**config.mk**
```make
export PLATFORM = sky130hd
export DESIGN_NAME = atae_queue
export DESIGN_NICKNAME = d
export VERILOG_FILES = /design/src/hw/rtl/accel_tilt_angle_estimator_macros.svh /design/src/hw/rtl/atae_pkg.sv /design/src/hw/rtl/atae_queue.sv
export SDC_FILE = /design/constraint.sdc
export NUM_CORES = 1
export LEC_CHECK = 0
export ABC_AREA = 0
export BUFFER_PORTS_ARGS = -buffer_cell sky130_fd_sc_hd__buf_2
export CAP_MARGIN = 20
export CORE_MARGIN = 4
export CORE_UTILIZATION = 49
export CTS_BUF_LIST = sky130_fd_sc_hd__clkbuf_4
export CTS_CLUSTER_SIZE = 16
export DETAILED_ROUTE_END_ITERATION = 16
export GPL_ROUTABILITY_DRIVEN = 1
export MAX_ROUTING_LAYER = met4
export PLACE_DENSITY = 0.79
export SLEW_MARGIN = 20
export SYNTH_ARGS = -nofsm -noshare
export SYNTH_HDL_FRONTEND = slang
export SYNTH_SLANG_ARGS = --single-unit
```
**constraint.sdc**
```tcl
create_clock -name clk -period 5.1 [get_ports clk]
set_input_delay 0 -clock clk [delete_from_list [all_inputs] [get_ports clk]]
set_output_delay 0 -clock clk [all_outputs]
set_load 0.005 [all_outputs]
```
**src/hw/rtl/accel_tilt_angle_estimator_macros.svh**
```systemverilog
// Assertion helpers, sampled on clk, off while rst_n is low.
`ifndef ACCEL_TILT_ANGLE_ESTIMATOR_MACROS_SVH
`define ACCEL_TILT_ANGLE_ESTIMATOR_MACROS_SVH

// cond in a cycle implies prop in the same cycle
`define ATAE_ASSERT_IMPL(label, cond, prop, msg) \
    label: assert property (@(posedge clk) disable iff (!rst_n) (cond) |-> (prop)) \
        else $error(msg);

// cond in a cycle implies prop in the next cycle
`define ATAE_ASSERT_NEXT(label, cond, prop, msg) \
    label: assert property (@(posedge clk) disable iff (!rst_n) (cond) |=> (prop)) \
        else $error(msg);

`endif

```
**src/hw/rtl/atae_pkg.sv**
```systemverilog
package atae_pkg;

    // config register indexes
    localparam int CFG_IDX_W  = 3;
    localparam int CFG_DATA_W = 17;
    localparam logic [CFG_IDX_W-1:0] REG_OFFSET_X      = 3'd0;
    localparam logic [CFG_IDX_W-1:0] REG_OFFSET_Y      = 3'd1;
    localparam logic [CFG_IDX_W-1:0] REG_OFFSET_Z      = 3'd2;
    localparam logic [CFG_IDX_W-1:0] REG_FILTER_WEIGHT = 3'd3;

    localparam int DIFF_W    = 18;
    localparam int WEIGHT_W  = 17;
    localparam logic [WEIGHT_W-1:0] WEIGHT_ONE   = 17'd65536;
    localparam logic [WEIGHT_W-1:0] WEIGHT_RESET = 17'd52429;

    // yaw: round(|g|*128/131) by reciprocal multiply plus one correction
    localparam int YAW_NUM_W  = 23;
    localparam int YAW_PROD_W = 46;
    localparam int YAW_RECIP_SHIFT = 30;
    localparam logic [YAW_NUM_W-1:0] YAW_RECIP = 23'd8196502;
    localparam logic [YAW_NUM_W-1:0] YAW_ROUND = 23'd65;
    localparam logic [23:0] YAW_DIV = 24'd131;

    // angle datapath
    localparam int WORK_W = 24;
    localparam int SUM_W  = 48;
    localparam int ROOT_W = 49;
    localparam int MAG_W  = 24;
    localparam int CORD_W = 28;
    localparam int ANG_W  = 27;
    localparam int CNT_W  = 5;
    localparam int ANG_SHIFT = 9;
    localparam int PITCH_MAX = 11520;
    localparam int ROLL_MAX  = 23040;
    localparam int ROLL_MIN_Z = 104858;
    localparam logic [SUM_W-1:0] PITCH_MIN_SUM = 48'd10995116278;
    localparam logic [SUM_W-1:0] SQRT_TOP_BIT  = 48'h4000_0000_0000;
    localparam int SQRT_STEPS = 24;
    localparam int FILT_STEPS = 17;
    localparam logic signed [ANG_W-1:0] ANG_HALF_TURN = 27'sd11796480;
    localparam logic signed [ANG_W-1:0] ANG_RND       = 27'sd256;

    localparam int ATAN_DEPTH = 24;
    localparam logic [21:0] ATAN_TAB [ATAN_DEPTH] = '{
        22'd2949120, 22'd1740967, 22'd919879, 22'd466945, 22'd234379, 22'd117304,
        22'd58666, 22'd29335, 22'd14668, 22'd7334, 22'd3667, 22'd1833,
        22'd917, 22'd458, 22'd229, 22'd115, 22'd57, 22'd29,
        22'd14, 22'd7, 22'd4, 22'd2, 22'd1, 22'd0
    };

    localparam int QUEUE_DEPTH = 2;
    localparam int QPTR_W = 1;

    typedef struct packed {
        logic signed [DIFF_W-1:0] diff_x;
        logic signed [DIFF_W-1:0] diff_y;
        logic signed [DIFF_W-1:0] diff_z;
        logic [WEIGHT_W-1:0]      weight;
        logic                     yaw_neg;
        logic [YAW_NUM_W-1:0]     yaw_num;
    } item_t;

    typedef struct packed {
        logic full;
        logic empty;
    } q_status_t;

    typedef enum logic [3:0] {
        ST_IDLE,
        ST_FILT,
        ST_FUPD,
        ST_SQUARE,
        ST_SUM,
        ST_SQRT,
        ST_CINIT,
        ST_CRUN,
        ST_CEND,
        ST_OUT
    } back_state_t;

endpackage

```
**src/hw/rtl/atae_queue.sv**
```systemverilog
module atae_queue (
    input  logic                clk,
    input  logic                rst_n,
    input  logic                push,
    input  logic                pop,
    input  atae_pkg::item_t     din,
    output atae_pkg::item_t     dout,
    output atae_pkg::q_status_t status
);
    import atae_pkg::*;

    item_t              mem [QUEUE_DEPTH];
    logic [QPTR_W-1:0]  wr_ptr_reg;
    logic [QPTR_W-1:0]  rd_ptr_reg;
    logic [QPTR_W:0]    count_reg;
    logic               do_push;
    logic               do_pop;

    assign status.full  = (count_reg == (QPTR_W + 1)'(QUEUE_DEPTH));
    assign status.empty = (count_reg == '0);
    assign do_push = push && !status.full;
    assign do_pop  = pop && !status.empty;
    assign dout    = mem[rd_ptr_reg];

    always_ff @(posedge clk)
    begin
        if (do_push)
        begin
            mem[wr_ptr_reg] <= din;
        end
    end

    always_ff @(posedge clk or negedge rst_n)
    begin
        if (!rst_n)
        begin
            wr_ptr_reg <= '0;
            rd_ptr_reg <= '0;
            count_reg  <= '0;
        end
        else
        begin
            if (do_push)
            begin
                wr_ptr_reg <= QPTR_W'(wr_ptr_reg + 1'b1);
            end
            if (do_pop)
            begin
                rd_ptr_reg <= QPTR_W'(rd_ptr_reg + 1'b1);
            end
            if (do_push && !do_pop)
            begin
                count_reg <= count_reg + 1'b1;
            end
            else if (do_pop && !do_push)
            begin
                count_reg <= count_reg - 1'b1;
            end
        end
    end

endmodule

```
## Yosys cells after proc, flatten, opt, wreduce, memory -nomap -nowiden

Memories as Yosys holds them, arrays and structs flattened.
Index checks and enable logic that the tools add are counted.

- Flip-flop bits (word level): 4
- Bits in latches: 0
- RAM bits: 190
- Bits in read-only memories: 0
- Input bits: 99
- Output and inout port bits: 97
- Logic and storage cells: 23
- Memories: 1

Memories:

| memory | depth | bits a word | read ports | clocked after Yosys merged registers in | write ports | line | source |
|---|---|---|---|---|---|---|---|
| mem | 2 | 95 | 1 | 0 | 1 | atae_queue.sv:12 | `item_t mem [QUEUE_DEPTH];` |

- Add/subtract/negate cells: 4
- $mul: 0
- Divide/modulo/power cells: 0
- $lt $le $gt $ge: 0
- Equality and inequality tests: 1
- Shifts and indexed selects: 0
- Multiplexer cells: 4
- Bitwise logic cells: 0
- Reductions and logical operators: 10

Operators with widths:

| kind | count |
|---|---|
| $logic_and 1x1->1 | 4 |
| $logic_not 1->1 | 4 |
| $mux 2 | 2 |
| $add 1x1->1 const B | 2 |
| $add 2x1->2 const B | 1 |
| $eq 2x2->1 const B | 1 |
| $logic_not 2->1 | 1 |
| $mux 1 | 2 |
| $reduce_bool 2->1 | 1 |
| $sub 2x1->2 const B | 1 |

## Longest topological paths before layout

Gate-level depths: netlist of the first run.

- Depth after elaboration: 7
- Mapped depth: 7
- Mapped depth without buffers: 7

## Least setup slack after synthesis of the first run

OpenSTA, ideal clock, no wires.

- Path type: reg2reg
- From: register count_reg[0]
- To: memory mem[0][0] (netlist bit), enable pin
- Setup time: 0.549 ns
- Arrival: 4.600 ns
- Required time: 4.551 ns
- Setup slack: -0.050 ns
- Stages on the path, launching flop included: 4
- Path buffers: 0
- Clock period less this slack: 5.150 ns
- Path through: dfrtp_1 -> nand2b_1 -> nand2_1 -> nor2_1

- Cells in the longest elaborated chain, start to end: 5

Ends and longest elaborated chain:

| element | line | source |
|---|---|---|
| start: declaration | atae_queue.sv:15 | `logic [QPTR_W:0] count_reg;` |
| start signal: assignment | atae_queue.sv:53 | `count_reg <= count_reg + 1'b1;` |
| start signal: assignment | atae_queue.sv:57 | `count_reg <= count_reg - 1'b1;` |
| $eq 2x2->1 | atae_queue.sv:19 | `assign status.full = (count_reg == (QPTR_W + 1)'(QUEUE_DEPTH));` |
| $logic_not 1->1 | atae_queue.sv:21 | `assign do_push = push && !status.full;` |
| $logic_and 1x1->1 | atae_queue.sv:21 |  |
| $mux 1 | atae_queue.sv:27 | `if (do_push)` |
| $mux 1 (implied by the code) | atae_queue.sv:29 | `mem[wr_ptr_reg] <= din;` |
| end: declaration | atae_queue.sv:12 |  |

Every way passes these cells.

==> results of run 1 <==
[final timing paths]
check | start | end | slack (ns) | cells past startpoint
max | rd_ptr_reg | dout[93] | 2.24 | 3
min | din[81] | mem[0][81] | 0.16 | 2
max reg2reg | count_reg[0] | mem[0][38] | 2.67 | 5
min reg2reg | count_reg[1] | count_reg[1] | 0.55 | 1
max in group asynchronous | rst_n | rd_ptr_reg | 4.57 | 3
min in group asynchronous | rst_n | wr_ptr_reg | 0.34 | 3
[metal layers]
metal,vias up,wire length [um],share of wire
met5,-,0,0
met4,0,129,0.0090
met3,11,950,0.066
met2,165,7560,0.53
met1,1952,5680,0.40
li1,1862,-,-
[where the power goes]
part	internal, mW	switching (mW)
registers	2.18	0.199
clock network	0.289	0.488
logic	0.791	0.620
[logic make-up (layout without fill, tap and decap cells)]
kind of cell	count (synthesis)	in the layout	share of synthesized area
mux	95	95	0.168
buf+inv	13	330	0.0191
xor+xnor	5	5	0.00604
compound gates	1	1	0.000689
fa+ha+maj	1	1	0.00172
simple gates	6	6	0.00380
flops	194	194	0.800
[worst max-delay path, delay by kind of cell (launching register included)]
family | cells | cell delay, ns
buffers and inverters | 2 | 0.74
multiplexers | 1 | 0.42
flip-flops | 1 | 1.04
[layout make-up]
class	instances	area share
Sequential cell	194	0.603
Timing Repair Buffer	298	0.207
Multi-Input combinational cell	108	0.137
Tap cell	184	0.0239
Clock inverter	13	0.0143
Clock buffer	17	0.0133
Inverter	2	0.000780
[metrics by stage]
step / instances / power [mW] / util / instance area (um^2) / hold WS, ns
6_report: 816 / 4.56 / 0.663 / 9630 / 0.159
5_1_grt: 816 / 4.83 / 0.663 / 9630 / 0.0850
4_1_cts: 816 / 4.61 / 0.663 / 9630 / 0.0952
3_5_place_dp: 687 / 3.78 / 0.576 / 8370 / -0.188
3_3_place_gp: 687 / 3.73 / 0.576 / 8370 / -0.192
2_1_floorplan: 315 / 3.30 / - / 7260 / -0.296
[placed cells by master (no fill, tap or decap)]
| master | n |
|---|---|
| buf_2 | 195 |
| edfxtp_1 | 190 |
| dlygate4sd3_1 | 99 |
| mux2_2 | 55 |
| mux2_4 | 40 |
| clkbuf_4 | 17 |
| clkinv_2 | 5 |
| buf_4 | 4 |
| xnor2_1 | 3 |
| clkinv_4 | 3 |
| inv_6 | 3 |
| dfrtp_1 | 3 |
| inv_1 | 2 |
| nor2_1 | 2 |
| xor2_1 | 2 |
| bufinv_16 | 2 |
| nand2b_1 | 1 |
| nand2_1 | 1 |
| o21ai_0 | 1 |
| and3_4 | 1 |
| nor2_4 | 1 |
| ha_1 | 1 |
| dfrtp_4 | 1 |
==> impl_metrics.ini, run 1 <==
[global_route]
antenna_found_initial = 0
grt_pass1_wl_um = 22000
grt_use_met3 = 0.0523
grt_util_met2 = 0.305
grt_pass1_vias = 4310
grtUsageMet1 = 0.213
grt_max_degree = 56
top_usage_layer = met2
grt_use_total = 0.181
grt-ovfl-total = 0

[floorplan]
die_w_um = 130
die_h_um = 130
row_count = 44
coreArea_um2 = 14500
start_util = 0.499
pin_count = 196
fp.dieArea_um2 = 16800

[route]
finalWirelength_um = 14300
ant_nets = 0
routed-via-count = 3990
drc = 0
wire_per_inst_um = 17.5
drtIter0Drc = 200
drt-pass1-iter-count = 4
viasPerCell = 4.89

[worst_setup_path]
cpPeakStageDelay_ns = 1.04
critPathKind = reg -> out
endpoint_kind = output port
crit_chain = buf_4 -> mux2_2 -> buf_2
required_ns = 5.10
cp-start-kind = register
crit_arrival_ns = 2.86
critical_path.max_fanout = 55
slowest_stage = dfrtp_4

[clock_network]
postCtsSetupRepairBufs = 0
insertion_delay_ns = 0.55
hold_buffers = 99
cts-root-buf = clkbuf_4
cts_htree_levels = 4
cts_resized = 0
cts_tree = done
clock_sinks = 194
clockBufferDepth = 2
clk_pin_slew_worst_paths_ns = 0.15
cts_made_buffers = 17

[sta]
hold_viol = 0
period_needed_ns = 2.86
worst_pin_slew_ns = 0.965
fin_skew_ns = 0.0103
grt_setup_unrepaired = no
setup_tns_ns = 0
fmax_ghz = 0.350
fin_crit_sh = 0.560
setup_viol = 0
finalWorstSetupSlack_ns = 2.24
drv_slew = 0
slew_headroom = 0.356

[logic_synthesis]
synth_area_um2 = 7250
synth.largest_area_cell = edfxtp_1
synth_flop_cell = edfxtp_1
synth_cell_types = 17
postSynth.asyncResetShare = 0.0206
ys_seq_elements = 194
synth_common_cells = edfxtp_1, mux2_2, mux2_4
syn_inst = 315
syn_avg_cell_area_um2 = 23.0
ys_seq_area_frac = 0.800
synth_nets = 415
synth_top_cells_by_area = edfxtp_1, mux2_2, mux2_4
yosys.area.top_type_share = 0.787
synth.most_common_cell = edfxtp_1
synth_warnings = 0
synth_edf_count = 190

[power]
ir_worst_vdd_mv = 0.278
power_leakage_nw = 3.76
power_density_nw_per_um2 = 474

[final_layout]
area.sequential_um2 = 5810
final_layout_size_suffix_gt1_frac = 0.517
final.fill_count = 987
diodes = 0
largest_reg_flops = 190
nets = 721
multi_input_area_um2 = 1320
syn_to_final_growth_pct = 32.8

[run_status]
outcome = finished clean

[placement]
dp_hpwl_um = 8580
place_congestion = 0.725
numPortBuffers = 195
place_ws_ns = 2.67

[hold_path]
hold_path.class = in -> reg

[flow_run]
drv_cap = 0
(Power assumes the default switching activity.)
==> inputs of run 2 (changes only) <==
CORE_UTILIZATION = 54   (was 49)
PLACE_DENSITY = 0.83   (was 0.79)
clock period = 2.75 ns   (was 5.1 ns; I/O delays follow)
==> impl_metrics.ini, run 2 (synthesized netlist as in run 1, its figures left out) <==
[run_status]
outcome = finished clean

[sta]
slew_headroom = 0.637
setup_viol = 0
setup_tns_ns = 0
worst_pin_slew_ns = 0.544
drv_slew = 0
fin_skew_ns = 0.0129
grt_setup_unrepaired = no
period_needed_ns = 2.32
hold_viol = 0
hold_ws_ns = 0.154
fin_crit_sh = 0.843
fmax_ghz = 0.431

[worst_setup_path]
required_ns = 2.75
critical_path.max_fanout = 32
worstSetupStartpoint = rd_ptr_reg
r2r_setup_slack_ns = 0.99
crit_arrival_ns = 2.32
regToRegEndpoint = mem[1][66]
crit_chain = buf_4 -> mux2_2 -> buf_2
r2r_start = count_reg[0]
critPathKind = reg -> out
cp-start-kind = register
endpoint_kind = output port
cpPeakStageDelay_ns = 0.80
crit_family = flip-flops
reg2reg_depth = 3
crit_buf_inv = 2
slowest_stage = dfrtp_4

[power]
power_density_nw_per_um2 = 900
comb_power_share = 0.314
switching_share = 0.276
p_switching_mw = 2.42
p_int_mw = 6.35
ir_worst_vdd_mv = 0.765
pwr-share-clk = 0.194
power_frac_seq = 0.492
power_leakage_nw = 3.81

[floorplan]
fp.dieArea_um2 = 15400
row_count = 42
start_util = 0.550
die_h_um = 124
coreArea_um2 = 13200
die_w_um = 124
pin_count = 196

[hold_path]
hold_path.class = in -> reg
worstHoldEndpoint = mem[1][90]
hold_start = din[90]
hold_depth = 2

[clock_network]
clk_pin_slew_worst_paths_ns = 0.15
cts-root-buf = clkbuf_4
hold_buffers = 99
clockBufferDepth = 2
cts_made_buffers = 17
insertion_delay_ns = 0.55
cts_htree_levels = 4
cts_resized = 0
cts_tree = done
clock_sinks = 194
postCtsSetupRepairBufs = 0

[global_route]
grt-ovfl-total = 0
grt_pass1_wl_um = 21400
grt_max_degree = 96
grt_use_total = 0.195
grt_pass1_vias = 4173
antenna_found_initial = 0

[route]
drtIter0Drc = 337
viasPerCell = 4.92
drc = 0
ant_nets = 0
drt-pass1-iter-count = 5
routed-via-count = 3995
finalWirelength_um = 14200
wire_per_inst_um = 17.5

[placement]
place_congestion = 0.738
numPortBuffers = 195
dp_hpwl_um = 8770

[final_layout]
diodes = 0
final_cell_mix = buf_2, edfxtp_1, dlygate4sd3_1, mux2_2, mux2_4
largest_reg_flops = 190
syn_to_final_growth_pct = 34.4
layout_commonest_cell = buf_2
final_layout_size_suffix_gt1_frac = 0.514
nets = 723

[flow_run]
drv_cap = 0
run 2: worst max-delay path by stage:
stage	endpoint	slack, ns	cells past startpoint
floorplan	mem[0][0]	0.25	3
global placement	dout[74]	1.06	3
detailed placement	mem[1][73]	1.01	3
CTS	dout[74]	0.35	3
global route	dout[79]	0.27	3
finish	dout[79]	0.43	3
run 2: layout make-up:
type	instances	area, um^2
Multi-Input combinational cell	108	1320
Clock inverter	15	213
Inverter	2	7.51
Tap cell	176	220
Sequential cell	194	5810
Clock buffer	17	128
Timing Repair Buffer	300	2050
Fill cell	772	3440
run 2: routing by layer:
layer	routed length [um]	track usage	part of all wire
met1	5670	0.231	0.40
met4	286	0.0780	0.020
met2	7240	0.318	0.51
met3	1050	0.0572	0.074
met5	0	-	0
run 2: power groups by stage:
stage	combinational [mW]	clock [mW]	sequential, mW
finish	2.76	1.70	4.32
global route	2.98	1.89	4.38
CTS	2.78	1.75	4.32
detailed placement	2.66	0	4.39
global placement	2.61	0	4.34
floorplan	1.84	0	4.24
run 2: per-stage QoR:
step	setup WS [ns]	cells	util	total power [mW]	area, um^2
final	0.431	812	0.739	8.77	9750
after global routing	0.275	812	0.739	9.25	9750
after CTS	0.353	812	0.739	8.85	9750
after detailed placement	1.01	681	0.638	7.05	8420
after global placement	1.06	681	0.638	6.95	8420
after floorplan	0.250	315	-	6.08	7260
==> inputs of run 3 (changes only) <==
CORE_UTILIZATION = 49   (was 54)
PLACE_DENSITY = 0.79   (was 0.83)
clock period = 2.11 ns   (was 2.75 ns; I/O delays follow)
==> impl_metrics.ini, run 3 (synthesized netlist as in run 1, its figures left out) <==
[sta]
slew_headroom = 0.692
grt_setup_unrepaired = no
setup_viol = 0
hold_ws_ns = 0.161
drv_slew = 0
fin_skew_ns = 0.0132
hold_viol = 0
worst_pin_slew_ns = 0.463
period_needed_ns = 1.98
fmax_ghz = 0.506
fin_crit_sh = 0.936

[clock_network]
cts_tree = done
insertion_delay_ns = 0.54
postCtsSetupRepairBufs = 0
clock_sinks = 194
cts_htree_levels = 4
cts_made_buffers = 17
clockBufferDepth = 2
cts-root-buf = clkbuf_4
clk_pin_slew_worst_paths_ns = 0.15

[placement]
place_congestion = 0.722
dp_hpwl_um = 8390
placed_cells_incl_taps = 689
numPortBuffers = 195

[route]
drc = 0
finalWirelength_um = 13800
drtIter0Drc = 151
wire_per_inst_um = 16.9
viasPerCell = 4.86
routed-via-count = 3994
ant_nets = 0
drt-pass1-iter-count = 7

[power]
ir_worst_vdd_mv = 0.782
p_int_mw = 7.84
pwr-share-clk = 0.162
p_switching_mw = 3.16
comb_power_share = 0.339
power_frac_seq = 0.499
power_leakage_nw = 3.78
switching_share = 0.287
power_density_nw_per_um2 = 1130

[final_layout]
syn_to_final_growth_pct = 33.7
final.fill_count = 1003
largest_reg_flops = 190
final_layout_size_suffix_gt1_frac = 0.520
nets = 723
multi_input_area_um2 = 1340
layout.cells.non_filler = 821
final_cell_mix = buf_2, edfxtp_1, dlygate4sd3_1, mux2_2, mux2_4
area.sequential_um2 = 5810
layout_commonest_cell = buf_2

[global_route]
grt_max_degree = 78
grtUsageMet1 = 0.196
grt_pass1_wl_um = 21200
top_usage_layer = met2
grt_pass1_vias = 4283
grt_util_met2 = 0.299
grt_use_met3 = 0.0462
grt-ovfl-total = 0
antenna_found_initial = 0
grt_use_total = 0.173

[floorplan]
die_w_um = 130
row_count = 44
coreArea_um2 = 14500
start_util = 0.499
die_h_um = 130
pin_count = 196
fp.dieArea_um2 = 16800

[flow_run]
drv_cap = 0

[hold_path]
hold_path.class = in -> reg

[worst_setup_path]
endpoint_kind = output port
cp-start-kind = register
critPathKind = reg -> out
crit_arrival_ns = 1.98
critical_path.max_fanout = 77
required_ns = 2.11

[run_status]
outcome = finished clean
run 3: cell count changes in the layout (fill, tap and decap cells not counted):
cell | before | now
diode_2 | 0 | 1
nand2_4 | 0 | 1
clkinvlp_4 | 1 | 4
bufinv_16 | 5 | 1
nand2_1 | 1 | 0
clkinv_4 | 2 | 1
clkinv_2 | 1 | 2
nand2b_4 | 0 | 1
buf_16 | 0 | 1
inv_6 | 2 | 5
clkinv_1 | 4 | 2
buf_12 | 3 | 2
nand2b_1 | 1 | 0
run 3: timing repair:
action / CTS / global route
hold endpoints to repair: 198 / 0
hold buffers: 99 / 0
endpoints found under the setup margin: 0 / 5
resized for setup: 0 / 1
run 3: power by group through the flow:
stage | registers, mW | logic, mW | clock network (mW)
global placement | 5.52 | 3.59 | 0
finish | 5.49 | 3.73 | 1.78
detailed placement | 5.59 | 3.63 | 0
global route | 5.56 | 4.05 | 2.02
CTS | 5.50 | 3.78 | 1.85
floorplan | 5.53 | 2.42 | 0
run 3: cell type report:
| type | count | area share |
|---|---|---|
| Timing Repair Buffer | 300 | 0.212 |
| Sequential cell | 194 | 0.599 |
| Multi-Input combinational cell | 108 | 0.138 |
| Inverter | 2 | 0.000774 |
| Antenna cell | 1 | 0.000258 |
| Tap cell | 184 | 0.0237 |
| Clock inverter | 15 | 0.0134 |
| Clock buffer | 17 | 0.0132 |
run 3: critical path, stage by stage, from the launching register on:
cell and delay [ns]:
dfrtp_4 0.47, buf_16 0.37, mux2_2 0.40, buf_2 0.13
run 3: final timing paths:
kind | startpoint | endpoint | slack (ns) | cells after the start
worst min register to register | count_reg[0] | count_reg[0] | 0.58 | 1
worst max-delay path | rd_ptr_reg | dout[94] | 0.13 | 3
worst min-delay path | din[14] | mem[0][14] | 0.16 | 2
min in group asynchronous | rst_n | rd_ptr_reg | 0.35 | 3
worst max register to register | count_reg[0] | mem[0][49] | 0.48 | 4
max in group asynchronous | rst_n | rd_ptr_reg | 1.58 | 3
run 3: per-stage QoR:
stage	utilization	total power, mW	setup TNS, ns	setup WS (ns)	instance area, um^2
after floorplan	-	7.95	-42.75	-0.339	7280
after global routing	0.667	11.6	0	0.0193	9700
after global placement	0.581	9.11	0	0.570	8440
after CTS	0.667	11.1	0	0.0600	9690
after detailed placement	0.581	9.21	0	0.493	8440
final	0.667	11.0	0	0.135	9700
run 3: layer usage:
metal  part of all wire  up-vias  routed length (um)
met5                  0        -                   0
met4              0.013        0                 174
met3              0.061       19                 851
met2               0.54      147                7480
met1               0.39     1959                5330
li1                   -     1869                   -
