`src/hw/rtl/accel_tilt_angle_estimator_macros.svh`:
```
// Assertion helpers, sampled on clk, off while rst_n is low.
`ifndef ACCEL_TILT_ANGLE_ESTIMATOR_MACROS_SVH
`define ACCEL_TILT_ANGLE_ESTIMATOR_MACROS_SVH

// cond in a cycle implies prop in the same cycle
`define ATAE_ASSERT_IMPL(label, cond, prop, msg) \
    label: assert property (@(posedge clk) disable iff (!rst_n) (cond) |-> (prop)) \
        else $error(msg);

// cond in a cycle implies prop in the next cycle
`define ATAE_ASSERT_NEXT(label, cond, prop, msg) \
    label: assert property (@(posedge clk) disable iff (!rst_n) (cond) |=> (prop)) \
        else $error(msg);

`endif

```
`src/hw/rtl/atae_pkg.sv`:
```
package atae_pkg;

    // config register indexes
    localparam int CFG_IDX_W  = 3;
    localparam int CFG_DATA_W = 17;
    localparam logic [CFG_IDX_W-1:0] REG_OFFSET_X      = 3'd0;
    localparam logic [CFG_IDX_W-1:0] REG_OFFSET_Y      = 3'd1;
    localparam logic [CFG_IDX_W-1:0] REG_OFFSET_Z      = 3'd2;
    localparam logic [CFG_IDX_W-1:0] REG_FILTER_WEIGHT = 3'd3;

    localparam int DIFF_W    = 18;
    localparam int WEIGHT_W  = 17;
    localparam logic [WEIGHT_W-1:0] WEIGHT_ONE   = 17'd65536;
    localparam logic [WEIGHT_W-1:0] WEIGHT_RESET = 17'd52429;

    // yaw: round(|g|*128/131) by reciprocal multiply plus one correction
    localparam int YAW_NUM_W  = 23;
    localparam int YAW_PROD_W = 46;
    localparam int YAW_RECIP_SHIFT = 30;
    localparam logic [YAW_NUM_W-1:0] YAW_RECIP = 23'd8196502;
    localparam logic [YAW_NUM_W-1:0] YAW_ROUND = 23'd65;
    localparam logic [23:0] YAW_DIV = 24'd131;

    // angle datapath
    localparam int WORK_W = 24;
    localparam int SUM_W  = 48;
    localparam int ROOT_W = 49;
    localparam int MAG_W  = 24;
    localparam int CORD_W = 28;
    localparam int ANG_W  = 27;
    localparam int CNT_W  = 5;
    localparam int ANG_SHIFT = 9;
    localparam int PITCH_MAX = 11520;
    localparam int ROLL_MAX  = 23040;
    localparam int ROLL_MIN_Z = 104858;
    localparam logic [SUM_W-1:0] PITCH_MIN_SUM = 48'd10995116278;
    localparam logic [SUM_W-1:0] SQRT_TOP_BIT  = 48'h4000_0000_0000;
    localparam int SQRT_STEPS = 24;
    localparam int FILT_STEPS = 17;
    localparam logic signed [ANG_W-1:0] ANG_HALF_TURN = 27'sd11796480;
    localparam logic signed [ANG_W-1:0] ANG_RND       = 27'sd256;

    localparam int ATAN_DEPTH = 24;
    localparam logic [21:0] ATAN_TAB [ATAN_DEPTH] = '{
        22'd2949120, 22'd1740967, 22'd919879, 22'd466945, 22'd234379, 22'd117304,
        22'd58666, 22'd29335, 22'd14668, 22'd7334, 22'd3667, 22'd1833,
        22'd917, 22'd458, 22'd229, 22'd115, 22'd57, 22'd29,
        22'd14, 22'd7, 22'd4, 22'd2, 22'd1, 22'd0
    };

    localparam int QUEUE_DEPTH = 2;
    localparam int QPTR_W = 1;

    typedef struct packed {
        logic signed [DIFF_W-1:0] diff_x;
        logic signed [DIFF_W-1:0] diff_y;
        logic signed [DIFF_W-1:0] diff_z;
        logic [WEIGHT_W-1:0]      weight;
        logic                     yaw_neg;
        logic [YAW_NUM_W-1:0]     yaw_num;
    } item_t;

    typedef struct packed {
        logic full;
        logic empty;
    } q_status_t;

    typedef enum logic [3:0] {
        ST_IDLE,
        ST_FILT,
        ST_FUPD,
        ST_SQUARE,
        ST_SUM,
        ST_SQRT,
        ST_CINIT,
        ST_CRUN,
        ST_CEND,
        ST_OUT
    } back_state_t;

endpackage

```
`src/hw/rtl/atae_front.sv`:
```
module atae_front (
    input  logic                             clk,
    input  logic                             rst_n,
    input  logic                             cfg_valid,
    output logic                             cfg_ready,
    input  logic [atae_pkg::CFG_IDX_W-1:0]   cfg_index,
    input  logic [atae_pkg::CFG_DATA_W-1:0]  cfg_data,
    input  logic signed [15:0]               accel_x,
    input  logic signed [15:0]               accel_y,
    input  logic signed [15:0]               accel_z,
    input  logic signed [15:0]               gyro_z,
    output atae_pkg::item_t                  item
);
    import atae_pkg::*;

    logic signed [15:0]       off_x_reg;
    logic signed [15:0]       off_y_reg;
    logic signed [16:0]       off_z_reg;
    logic [WEIGHT_W-1:0]      weight_reg;
    logic [15:0]              gyro_abs;

    assign cfg_ready = 1'b1;

    always_ff @(posedge clk or negedge rst_n)
    begin
        if (!rst_n)
        begin
            off_x_reg  <= '0;
            off_y_reg  <= '0;
            off_z_reg  <= '0;
            weight_reg <= WEIGHT_RESET;
        end
        else if (cfg_valid && cfg_ready)
        begin
            case (cfg_index)
                REG_OFFSET_X:      off_x_reg  <= cfg_data[15:0];
                REG_OFFSET_Y:      off_y_reg  <= cfg_data[15:0];
                REG_OFFSET_Z:      off_z_reg  <= cfg_data[16:0];
                REG_FILTER_WEIGHT: weight_reg <= cfg_data;
                default:           ;
            endcase
        end
    end

    // offset removal, weight saturation, yaw numerator
    always_comb
    begin
        gyro_abs = gyro_z[15] ? 16'(-gyro_z) : gyro_z;
        item.diff_x  = DIFF_W'(accel_x) - DIFF_W'(off_x_reg);
        item.diff_y  = DIFF_W'(accel_y) - DIFF_W'(off_y_reg);
        item.diff_z  = DIFF_W'(accel_z) - DIFF_W'(off_z_reg);
        item.weight  = (weight_reg > WEIGHT_ONE) ? WEIGHT_ONE : weight_reg;
        item.yaw_neg = gyro_z[15];
        item.yaw_num = {gyro_abs, 7'd0} + YAW_ROUND;
    end

endmodule

```
`config.mk`:
```
export PLATFORM = sky130hd
export DESIGN_NAME = atae_front
export DESIGN_NICKNAME = d
export VERILOG_FILES = /design/src/hw/rtl/accel_tilt_angle_estimator_macros.svh /design/src/hw/rtl/atae_pkg.sv /design/src/hw/rtl/atae_front.sv
export SDC_FILE = /design/constraint.sdc
export NUM_CORES = 1
export LEC_CHECK = 0
export ABC_AREA = 1
export BUFFER_PORTS_ARGS = -buffer_cell sky130_fd_sc_hd__buf_2
export CORE_MARGIN = 2
export CORE_UTILIZATION = 55
export CTS_CLUSTER_SIZE = 40
export DETAILED_ROUTE_END_ITERATION = 8
export PLACE_DENSITY = 0.85
export SLEW_MARGIN = 30
export SYNTH_ARGS = -nofsm -noshare
export SYNTH_HDL_FRONTEND = slang
export SYNTH_SLANG_ARGS = --single-unit
```
`constraint.sdc`:
```
create_clock -name clk -period 3.96 [get_ports clk]
set_input_delay 0 -clock clk [delete_from_list [all_inputs] [get_ports clk]]
set_output_delay 0 -clock clk [all_outputs]
set_load 0.005 [all_outputs]
```
### After elaboration in Yosys (flattened, before gate mapping)

Cells that the tools add are included.

* bits in registers: 66
* input bits: 87
* output and inout bits: 96
* logic and storage cells: 20

* add/subtract/negate cells: 5
* $lt $le $gt $ge: 1
* equal/unequal tests: 3
* mux-type cells: 2
* reduce and logical (&&, ||, !) cells: 5

Operator list (number)
* subtractor 16 x 16 -> 17 bit: 2
* adder 23 x 7 -> 23 bit, second input constant: 1
* subtractor 16 x 17 -> 18 bit: 1
* > comparator 17 bit, second input constant: 1
* 2-to-1 mux 17 bit: 1
* 2-to-1 mux 16 bit: 1
* negation 16 bit: 1
* AND reduction 2 bit: 4
* == test 3 x 2 -> 1 bit, second input constant: 2
* == test 3 x 1 -> 1 bit, second input constant: 1
* zero test 3 bit: 1

### Longest topological paths before layout

Gate-level depths: netlist of run 1.

* depth in word-level cells: 3
* gate-level depth with buffers: 12
* gate-level depth less buffers: 12

### Worst setup path before layout of run 1

No wires, ideal clock.

* path type: register -> output
* from: register off_y_reg[0]
* to: output item[76] (netlist name)
* data arrival time: 1.705 ns
* required time: 3.960 ns
* path slack: 2.255 ns
* stages on the path, launching flop included: 11
* buffers on the path: 1
* cells stage by stage: dfrtp_1 > ha_1 > fa_1 > o21ai_2 > nand2_1 > nand2_1 > nand2_1 > nand2_1 > nand2_1 > nand2_1 > buf_4

RTL lines
* start, declared: RTL line atae_front.sv:17 `logic signed [15:0] off_y_reg;`
* start signal, assigned: RTL line atae_front.sv:37 `REG_OFFSET_Y: off_y_reg <= cfg_data[15:0];`
* end, declared: RTL line atae_front.sv:12 `output atae_pkg::item_t item`

==> results.json, run 1 <==
{
  "run_status": "finished, final reports clean",
  "viasPerCell": 5.01,
  "critPathLaunch": "off_x_reg[0]$_DFFE_PN0P_",
  "clock_path_buffers": 2,
  "hp-start": "cfg_data[1]",
  "post-route-drc-count": 0,
  "final.period_utilization_pct": 55.4,
  "worst_pin_slew_ns": 0.809,
  "placementRows": 38,
  "htree_num_levels": 3,
  "grt_first_pass_wirelength_um": 24200,
  "ios": 183,
  "power.ir.vdd_worst_v": 0.000347,
  "synth_area_per_cell_um2": 6.43,
  "cts.sink_count": 66,
  "synth_cells": 936,
  "routed-via-count": 6255,
  "cp_top_family": "adder cells",
  "latest_clock_arrival_within_the_worst_skew_pair_ns": 0.34,
  "drtPass1Iterations": 4,
  "max_clock_freq_mhz": 456,
  "drt-total-wl_um": 15100,
  "number_of_fill_cells": 1025,
  "dieArea_um2": 11800,
  "gp_congestion": 0.924,
  "first_drt_iteration_drcs": 454,
  "grt_max_degree": 67,
  "pre_cts_setup_slack_ns": 2.12,
  "grt_overflow": 0,
  "final-max-slew-violation-count": 0,
  "nets": 1245,
  "end_kind": "output port",
  "antenna_found_initial": 0,
  "numPortBuffers": 174,
  "holdCritPathClass": "primary input to register",
  "vias_in_the_first_global_route": 5491,
  "worst-endpoint-arrival_ns": 2.19,
  "synth_cell_type_count": 33,
  "cts.clk_slew.worst_paths_ns": 0.07,
  "worst-r2r-setup-slack_ns": 3.18,
  "floorplan.initialDensity_pct": 56.0,
  "die_width_um": 109,
  "crit_path_start_kind": "register",
  "postCtsSetupRepairBufs": 0,
  "crit_slowest_cell": "fa_1",
  "netlist.area_leader.share_pct": 23.7,
  "layoutNonFillerInstCount": 1249,
  "drive_above_1_share_pct": 19.7,
  "worst_path_most_repeated_cell": "nand2_1",
  "slew-limit-headroom_pct": 46.1,
  "dp.final_hpwl_um": 12400,
  "critical_path.max_stage_delay_ns": 0.46,
  "synth_seq_area_share_pct": 27.6,
  "crit_buf_inv": 1,
  "cts_tree": "built",
  "mappedNetlistArea_um2": 6020,
  "placeableCoreArea_um2": 10700,
  "cts_inserted_buffers": 9,
  "max_cap_violations": 0,
  "dpl.cell_count": 1229,
  "drt.antenna.violating_nets": 0,
  "cp.required_ns": 3.96,
  "powerDensity_nw_per_um2": 427,
  "antennaDiodeCount": 0,
  "setup_viol": 0,
  "timing_worst_setup_path_type": "register to output port",
  "cp_cell_sequence": "ha_1 -> fa_1 -> o21ai_2 -> nand2_1 -> nand2_1 -> nand2_1 -> nand2_1 -> nand2_1 -> nand2_1 -> buf_2",
  "ctsResizeCount": 0,
  "setup_total_negative_slack_ns": 0,
  "ys_top_cells_by_area": "dfrtp_1 (24%), nand2_1 (18%), ha_1 (10%)",
  "relative_area_change_from_synthesis_to_final_layout_pct": 19.3,
  "global_route.usage.total_pct": 25.8,
  "multiInputGateArea_um2": 3590,
  "rsz0062_at_grt": "false",
  "synth-seq-cells": 66,
  "chip_height_um": 109,
  "total_leakage_power_nw": 4.21,
  "finalHoldViolCount": 0,
  "final.setup_skew_ns": 0,
  "synth-warning-count": 0,
  "root_buffer_cell": "clkbuf_8",
  "wl_per_cell_um": 12.1,
  "worst_r2r_start": "weight_reg[2]$_DFFE_PN1P_",
  "footprint_of_the_flip_flops_and_latches_um2": 1660,
  "period_minus_slack_ns": 2.19,
  "final_critical_path_setup_slack_ns": 1.77,
  "yosysTopAreaCell": "dfrtp_1",
  "timing.critical_path.fanout_max": 3
}
-- synthesized netlist by cell type --
cell,count
nor3_2,1
inv_1,165
o31ai_1,1
nor2_1,82
nor2_2,1
o21bai_1,6
a21oi_2,1
nand2_2,3
nor3_1,9
o21ai_1,17
nor4_1,2
a21oi_1,41
and2_2,1
xor2_1,26
o21ai_2,4
dfrtp_1,57
nor2_4,2
a21boi_2,1
clkbuf_1,3
buf_4,13
o21ai_0,69
buf_2,12
nand4_1,7
nand3_2,6
conb_1,2
dfstp_2,9
fa_1,3
and2_1,3
nand3_1,38
ha_1,50
nand2_1,295
nand3b_1,1
xnor2_1,5
-- final cells by class --
cell class              instances  area share [%]
clock inverters                 2           0.488
flip-flops and latches         66            23.2
inverters                     165            8.63
well taps                     140            2.44
repair buffers                180            12.9
multi-input cells             683            50.0
clock buffers                  13            2.35
-- repair_timing --
item,4_1_cts,5_1_grt
setup endpoints to repair,0,0
hold buffers,5,0
endpoints found under the hold margin,62,0
-- path summary, 6_finish.rpt --
kind | endpoint | cells past startpoint
hold reg to reg | weight_reg[14]$_DFFE_PN1P_ | 2
setup reg to reg | weight_reg[2]$_DFFE_PN1P_ | 2
min in group asynchronous | off_z_reg[4]$_DFFE_PN0P_ | 3
hold / removal | off_y_reg[1]$_DFFE_PN0P_ | 3
setup / recovery | item[93] | 10
max in group asynchronous | off_x_reg[2]$_DFFE_PN0P_ | 3
-- metal layers --
metal	global-route usage [%]	wire length, um	up-vias
met3	4.16	851	30
li1	-	-	3248
met4	7.51	355	0
met1	33.9	6940	2796
met2	43.7	7000	181
met5	0	0	-
-- placed cells by master (no fill, tap or decap), types with 6 or more instances in the layout --
master    instances
o21ai_1          17
o21bai_1          6
buf_2           174
xor2_1           26
nand3_2           6
nand2_1         295
nor3_1            9
clkbuf_8         12
nand4_1           7
nand3_1          38
ha_1             50
nor2_1           82
a21oi_1          41
o21ai_0          69
inv_1           165
dfrtp_1          57
dfstp_2           9
conb_1            8
-- logic make-up (layout without fill, tap and decap cells) --
| family | count (synthesis) | in the layout | synth area share [%] |
|---|---|---|---|
| buf+inv | 193 | 360 | 13.1 |
| compound gates | 140 | 140 | 12.4 |
| xor+xnor | 31 | 31 | 4.51 |
| other cells | 2 | 8 | 0.125 |
| simple gates | 451 | 451 | 30.9 |
| fa+ha+maj | 53 | 53 | 11.4 |
| flops | 66 | 66 | 27.6 |
-- worst register-to-register path: stages (launching register included) --
cell and delay [ns]:
dfstp_2 0.54, nand2_1 0.05, o21ai_0 0.11
-- power by group --
group / internal (W) / leakage [nW] / switching, W
Combinational: 0.000662 / 3.29 / 0.000938
Clock: 0.000338 / 0.106 / 0.000247
Sequential: 0.000813 / 0.811 / 0.0000706
-- through the flow --
stage	total power, W	hold slack (ns)	cell area, um^2	utilization, %
floorplan	0.00196	-0.296	6040	-
global placement	0.00245	0.184	6920	64.4
detailed placement	0.00248	0.186	6920	64.4
CTS	0.00308	0.000728	7180	66.8
global route	0.00336	0.00829	7180	66.8
finish	0.00307	0.00831	7180	66.8
(Power assumes the default switching activity.)
==> run 2: changes to the inputs <==
--- a/config.mk
+++ b/config.mk
@@ -8,10 +8,10 @@
 export ABC_AREA = 1
 export BUFFER_PORTS_ARGS = -buffer_cell sky130_fd_sc_hd__buf_2
 export CORE_MARGIN = 2
-export CORE_UTILIZATION = 55
+export CORE_UTILIZATION = 48
 export CTS_CLUSTER_SIZE = 40
 export DETAILED_ROUTE_END_ITERATION = 8
-export PLACE_DENSITY = 0.85
+export PLACE_DENSITY = 0.78
 export SLEW_MARGIN = 30
 export SYNTH_ARGS = -nofsm -noshare
 export SYNTH_HDL_FRONTEND = slang
==> constraint.sdc (replaced) <==
create_clock -name clk -period 1.8 [get_ports clk]
set_input_delay 0 -clock clk [delete_from_list [all_inputs] [get_ports clk]]
set_output_delay 0 -clock clk [all_outputs]
set_load 0.005 [all_outputs]
==> run 2 against run 1 <==
  * The run now ends with negative setup slack left
  * Clock skew is the same
  * Register-to-register slack worse by 2.2 ns
  * Wire length rose by 22%
  * Via count rose by 5.2%
  * Combinational power rose to 3.1 times the previous value
  * Power grew to 2.9 times the previous value
  * Hold slack gained 0.0040 ns
  * First-iteration DRC count up 26%
  * Flip-flop and latch count stayed put
  * Die area up 14%
  * Setup slack worse by 1.9 ns
  * Critical path type unchanged
  * Critical endpoint is now item[85]
  * Largest cell class unchanged
==> results.json, run 2 (synthesized netlist as in run 1, its figures left out) <==
{
  "run_status": "complete, but fails checks",
  "failed_checks": "negative setup slack",
  "finalHoldViolCount": 0,
  "holdCritPathClass": "primary input to register",
  "layout_commonest_cell": "nand2_1",
  "cts.sink_count": 66,
  "worst-endpoint-arrival_ns": 1.96,
  "setup_viol": 38,
  "clock_path_buffers": 2,
  "total_leakage_power_nw": 4.56,
  "dieArea_um2": 13400,
  "final.setup_skew_ns": 0,
  "placeableCoreArea_um2": 12100,
  "setup_total_negative_slack_ns": -2.98,
  "slew-limit-headroom_pct": 62.4,
  "die_width_um": 116,
  "htree_num_levels": 3,
  "numPortBuffers": 174,
  "number_of_fill_cells": 956,
  "route.layer.met1.wl_um": 7850,
  "placementRows": 40,
  "antenna_found_initial": 0,
  "timing.critical_path.fanout_max": 3,
  "gp_congestion": 0.882,
  "grt_overflow": 0,
  "viasPerCell": 5.01,
  "crit_path_start_kind": "register",
  "grt_max_degree": 67,
  "cts.clk_slew.worst_paths_ns": 0.06,
  "cp_cell_sequence": "ha_2 -> fa_2 -> o21ai_2 -> nand2_1 -> nand2_2 -> buf_4 -> xor2_1 -> buf_2",
  "cts_inserted_buffers": 9,
  "floorplan.initialDensity_pct": 49.7,
  "drive_above_1_share_pct": 39.7,
  "worst_pin_slew_ns": 0.564,
  "latest_clock_arrival_within_the_worst_skew_pair_ns": 0.32,
  "vias_in_the_first_global_route": 5762,
  "drtPass1Iterations": 5,
  "layout.cells.most_common_list": "nand2_1 (227), buf_2 (174), inv_1 (142)",
  "final-max-slew-violation-count": 0,
  "global_route.usage.total_pct": 24.4,
  "cts_tree": "built",
  "post-route-drc-count": 0,
  "routed-via-count": 6579,
  "critical_path.max_stage_delay_ns": 0.38,
  "root_buffer_cell": "clkbuf_16",
  "wl_met2_um": 9220,
  "period_minus_slack_ns": 1.96,
  "power.ir.vdd_worst_v": 0.000725,
  "maxUsedRoutingLayer": "met4",
  "met3WireLength_um": 932,
  "end_kind": "output port",
  "final.period_utilization_pct": 109,
  "nets": 1281,
  "first_drt_iteration_drcs": 574,
  "cp.required_ns": 1.80,
  "timing_worst_setup_path_type": "register to output port",
  "crit_slowest_cell": "dfrtp_1",
  "antennaDiodeCount": 0,
  "relative_area_change_from_synthesis_to_final_layout_pct": 44.2,
  "crit_buf_inv": 2,
  "max_cap_violations": 0,
  "chip_height_um": 116,
  "cp_top_family": "adder cells",
  "dp.final_hpwl_um": 12400,
  "pre_cts_setup_slack_ns": 0.0149,
  "rsz0062_at_grt": "true",
  "drt-total-wl_um": 18400,
  "powerDensity_nw_per_um2": 1010,
  "drt.antenna.violating_nets": 0,
  "ios": 183,
  "wl_per_cell_um": 14.0,
  "max_clock_freq_mhz": 509,
  "grt_first_pass_wirelength_um": 26300,
  "final_critical_path_setup_slack_ns": -0.165
}
run 2: cell types whose count changed in the layout (fill, tap and decap cells not counted), sizes merged:
cell	previous run	this run
buf	175	214
clkinv	1	2
clkinvlp	0	1
dlygate4sd3	5	2
bufinv	1	2
clkbuf	13	11
run 2: area by class of cell:
cell class	instances	area, um^2	area share (%)
multi-input cells	683	4630	53.3
flip-flops and latches	66	1660	19.2
clock buffers	11	243	2.80
inverters	165	622	7.17
well taps	168	210	2.42
repair buffers	216	1230	14.2
clock inverters	5	77.6	0.894
run 2: metrics by stage:
step | utilization, % | instance area, um^2 | hold WS, ns | std cells | power, W
2_1_floorplan | - | 6040 | -0.296 | 942 | 0.00431
3_3_place_gp | 58.1 | 7030 | 0.0372 | 1265 | 0.00544
3_5_place_dp | 58.1 | 7030 | 0.0406 | 1265 | 0.00550
4_1_cts | 66.2 | 8020 | 0.0113 | 1292 | 0.00794
5_1_grt | 71.6 | 8680 | 0.0412 | 1314 | 0.00939
6_report | 71.6 | 8680 | 0.0123 | 1314 | 0.00875
run 2: worst paths after layout:
| kind | startpoint | endpoint | slack [ns] | depth (start not counted) |
|---|---|---|---|---|
| worst max-delay path | off_x_reg[0]$_DFFE_PN0P_ | item[85] | -0.16 | 8 |
| max in group asynchronous | rst_n | weight_reg[3]$_DFFE_PN1P_ | 1.24 | 3 |
| worst max register to register | off_z_reg[8]$_DFFE_PN0P_ | off_z_reg[8]$_DFFE_PN0P_ | 0.96 | 3 |
| min in group asynchronous | rst_n | off_z_reg[15]$_DFFE_PN0P_ | 0.22 | 3 |
| worst min register to register | weight_reg[10]$_DFFE_PN1P_ | weight_reg[10]$_DFFE_PN1P_ | 0.47 | 2 |
| worst min-delay path | cfg_data[7] | weight_reg[7]$_DFFE_PN1P_ | 0.01 | 3 |
run 2: metal layers:
| metal | vias to the layer above | global-route usage, % |
|---|---|---|
| met2 | 211 | 42.0 |
| met1 | 3021 | 32.9 |
| met4 | 0 | 5.24 |
| li1 | 3309 | - |
| met5 | - | 0 |
| met3 | 38 | 3.29 |
run 2: timing repair:
action / CTS / global route
pin swaps: 29 / 58
buffers inserted: 9 / 25
hold buffers: 2 / 0
endpoints found under the hold margin: 68 / 0
gates resized for setup: 111 / 140
endpoints found under the setup margin: 41 / 56
run 2: worst register-to-register path, delay by kind of cell, from the launching register on:
family / cells / cell delay [ns]
DFF: 1 / 0.38
and+or+nand+nor: 1 / 0.06
AOI/OAI and AO/OA: 1 / 0.12
buffers and inverters: 1 / 0.13
run 2: power by group:
group	switching (W)	leakage (nW)	internal, W
combinational	0.00273	3.59	0.00222
sequential	0.000170	0.811	0.00179
clock	0.000602	0.156	0.00124
==> run 3: changes to the inputs <==
--- a/config.mk
+++ b/config.mk
@@ -12,6 +12,7 @@
 export CTS_CLUSTER_SIZE = 40
 export DETAILED_ROUTE_END_ITERATION = 8
 export PLACE_DENSITY = 0.78
+export SKIP_CTS_REPAIR_TIMING = 1
 export SLEW_MARGIN = 30
 export SYNTH_ARGS = -nofsm -noshare
 export SYNTH_HDL_FRONTEND = slang
==> run 3 against run 2 <==
  * The run still ends with negative setup slack left
  * Final cell count shrank 0.68%
  * Wire length is 0.70% lower
  * First-iteration DRC count fell by 5.1%
  * Critical path depth is 2 higher
  * Flip-flop and latch count unchanged
  * Die area stayed put
  * Largest cell class unchanged
  * Highest routed layer unchanged
  * Global-route usage is 1.9 points lower
  * Via count unchanged
  * Utilization fell by 0.83 points
  * Clock-buffer cell count unchanged
  * Combinational power shrank 2%
  * Critical path type unchanged
  * Hold slack gained 0.0093 ns
==> results.json, run 3 (synthesized netlist as in run 1, its figures left out) <==
{
  "setup_viol": 36,
  "max_cap_violations": 0,
  "r2r-end": "off_x_reg[0]$_DFFE_PN0P_",
  "nets": 1272,
  "root_buffer_cell": "clkbuf_16",
  "worst-endpoint-arrival_ns": 2.07,
  "grt_first_pass_wirelength_um": 24300,
  "floorplan.initialDensity_pct": 49.7,
  "cts_inserted_buffers": 9,
  "layout.cells.most_common_list": "nand2_1 (232), buf_2 (174), inv_1 (141)",
  "worst_pin_slew_ns": 0.575,
  "timing_worst_setup_path_type": "register to output port",
  "timing.critical_path.fanout_max": 3,
  "number_of_fill_cells": 961,
  "drt-total-wl_um": 18300,
  "relative_area_change_from_synthesis_to_final_layout_pct": 42.5,
  "placeableCoreArea_um2": 12100,
  "wl_per_cell_um": 14.0,
  "cts.sink_count": 66,
  "final_critical_path_setup_slack_ns": -0.266,
  "fin_total_pwr_w": 0.00867,
  "hp-start": "cfg_data[7]",
  "htree_num_levels": 3,
  "clock_path_buffers": 2,
  "vias_in_the_first_global_route": 5400,
  "rr_worst_depth": 3,
  "period_minus_slack_ns": 2.07,
  "ios": 183,
  "crit_path_start_kind": "register",
  "gp_congestion": 0.882,
  "failed_checks": "negative setup slack",
  "total_leakage_power_nw": 4.50,
  "first_drt_iteration_drcs": 545,
  "end_kind": "output port",
  "dieArea_um2": 13400,
  "drtPass1Iterations": 5,
  "grt_overflow": 0,
  "final-max-slew-violation-count": 0,
  "worst-r2r-setup-slack_ns": 0.98,
  "latest_clock_arrival_within_the_worst_skew_pair_ns": 0.32,
  "powerDensity_nw_per_um2": 1010,
  "placementRows": 40,
  "drt.antenna.violating_nets": 0,
  "power.ir.vdd_worst_v": 0.000752,
  "max_clock_freq_mhz": 484,
  "dp.final_hpwl_um": 12400,
  "chip_height_um": 116,
  "hold_path_depth": 3,
  "worst_hold_path.endpoint": "weight_reg[7]$_DFFE_PN1P_",
  "final.setup_skew_ns": 0,
  "layout_commonest_cell": "nand2_1",
  "die_width_um": 116,
  "grt_max_degree": 67,
  "final.period_utilization_pct": 115,
  "antenna_found_initial": 0,
  "routed-via-count": 6579,
  "post-route-drc-count": 0,
  "layout.cell_area.non_filler_um2": 8580,
  "antennaDiodeCount": 0,
  "run_status": "complete, but fails checks",
  "post_dp_cell_area_um2": 7030,
  "viasPerCell": 5.04,
  "drive_above_1_share_pct": 38.4,
  "finalHoldViolCount": 0,
  "cts_tree": "built",
  "cp.required_ns": 1.80,
  "slew-limit-headroom_pct": 61.6,
  "cts.clk_slew.worst_paths_ns": 0.05,
  "global_route.usage.total_pct": 22.5,
  "holdCritPathClass": "primary input to register",
  "rsz0062_at_grt": "true",
  "worst_r2r_start": "off_x_reg[0]$_DFFE_PN0P_",
  "numPortBuffers": 174
}
==> run 3: critical path: stages (launching register included) <==
cell	delay, ns
dfrtp_1	0.41
ha_4	0.18
fa_2	0.41
o21ai_4	0.18
nand2_1	0.09
nand2_2	0.12
nand2_2	0.08
nand2_2	0.06
nand2_1	0.04
nand2_1	0.06
buf_2	0.11
==> run 3: worst max path at each step <==
| stage | start | end | depth (start not counted) |
|---|---|---|---|
| floorplan | off_y_reg[0]$_DFFE_PN0P_ | item[76] | 10 |
| global placement | off_x_reg[0]$_DFFE_PN0P_ | item[93] | 10 |
| detailed placement | off_x_reg[0]$_DFFE_PN0P_ | item[94] | 10 |
| CTS | off_x_reg[0]$_DFFE_PN0P_ | item[94] | 10 |
| global route | off_x_reg[0]$_DFFE_PN0P_ | item[93] | 10 |
| finish | off_x_reg[0]$_DFFE_PN0P_ | item[94] | 10 |
==> run 3: final cells by class <==
class	count	area [um^2]	area share, %
tap	168	210	2.45
multi-input combinational	683	4590	53.5
sequential	66	1660	19.4
clock buffer	11	243	2.83
timing repair buffer	207	1170	13.6
inverter	165	622	7.25
clock inverter	5	77.6	0.904
==> run 3: metal layers <==
metal	global-route usage [%]	vias up	part of all wire [%]
met2	38.3	250	50
met3	3.19	34	5.4
met5	0	-	0
met1	30.9	3003	43
li1	-	3292	-
met4	4.37	0	1.9
==> run 3: metrics by stage <==
stage	setup slack [ns]	setup TNS [ns]	std cells	hold slack, ns	util (%)
after floorplan	0.0951	0	942	-0.296	-
final	-0.266	-4.43	1305	0.0216	70.8
after CTS	-0.335	-6.65	1281	-0.303	60.7
after detailed placement	0.0149	0	1265	0.0406	58.1
after global routing	-0.395	-8.26	1305	0.0412	70.8
after global placement	0.0667	0	1265	0.0372	58.1
==> run 3: where the power goes <==
part / total (W) / internal [W] / switching, W
Combinational: 0.00486 / 0.00216 / 0.00270
Sequential: 0.00197 / 0.00179 / 0.000174
Clock: 0.00184 / 0.00124 / 0.000600
Total: 0.00867 / 0.00520 / 0.00347
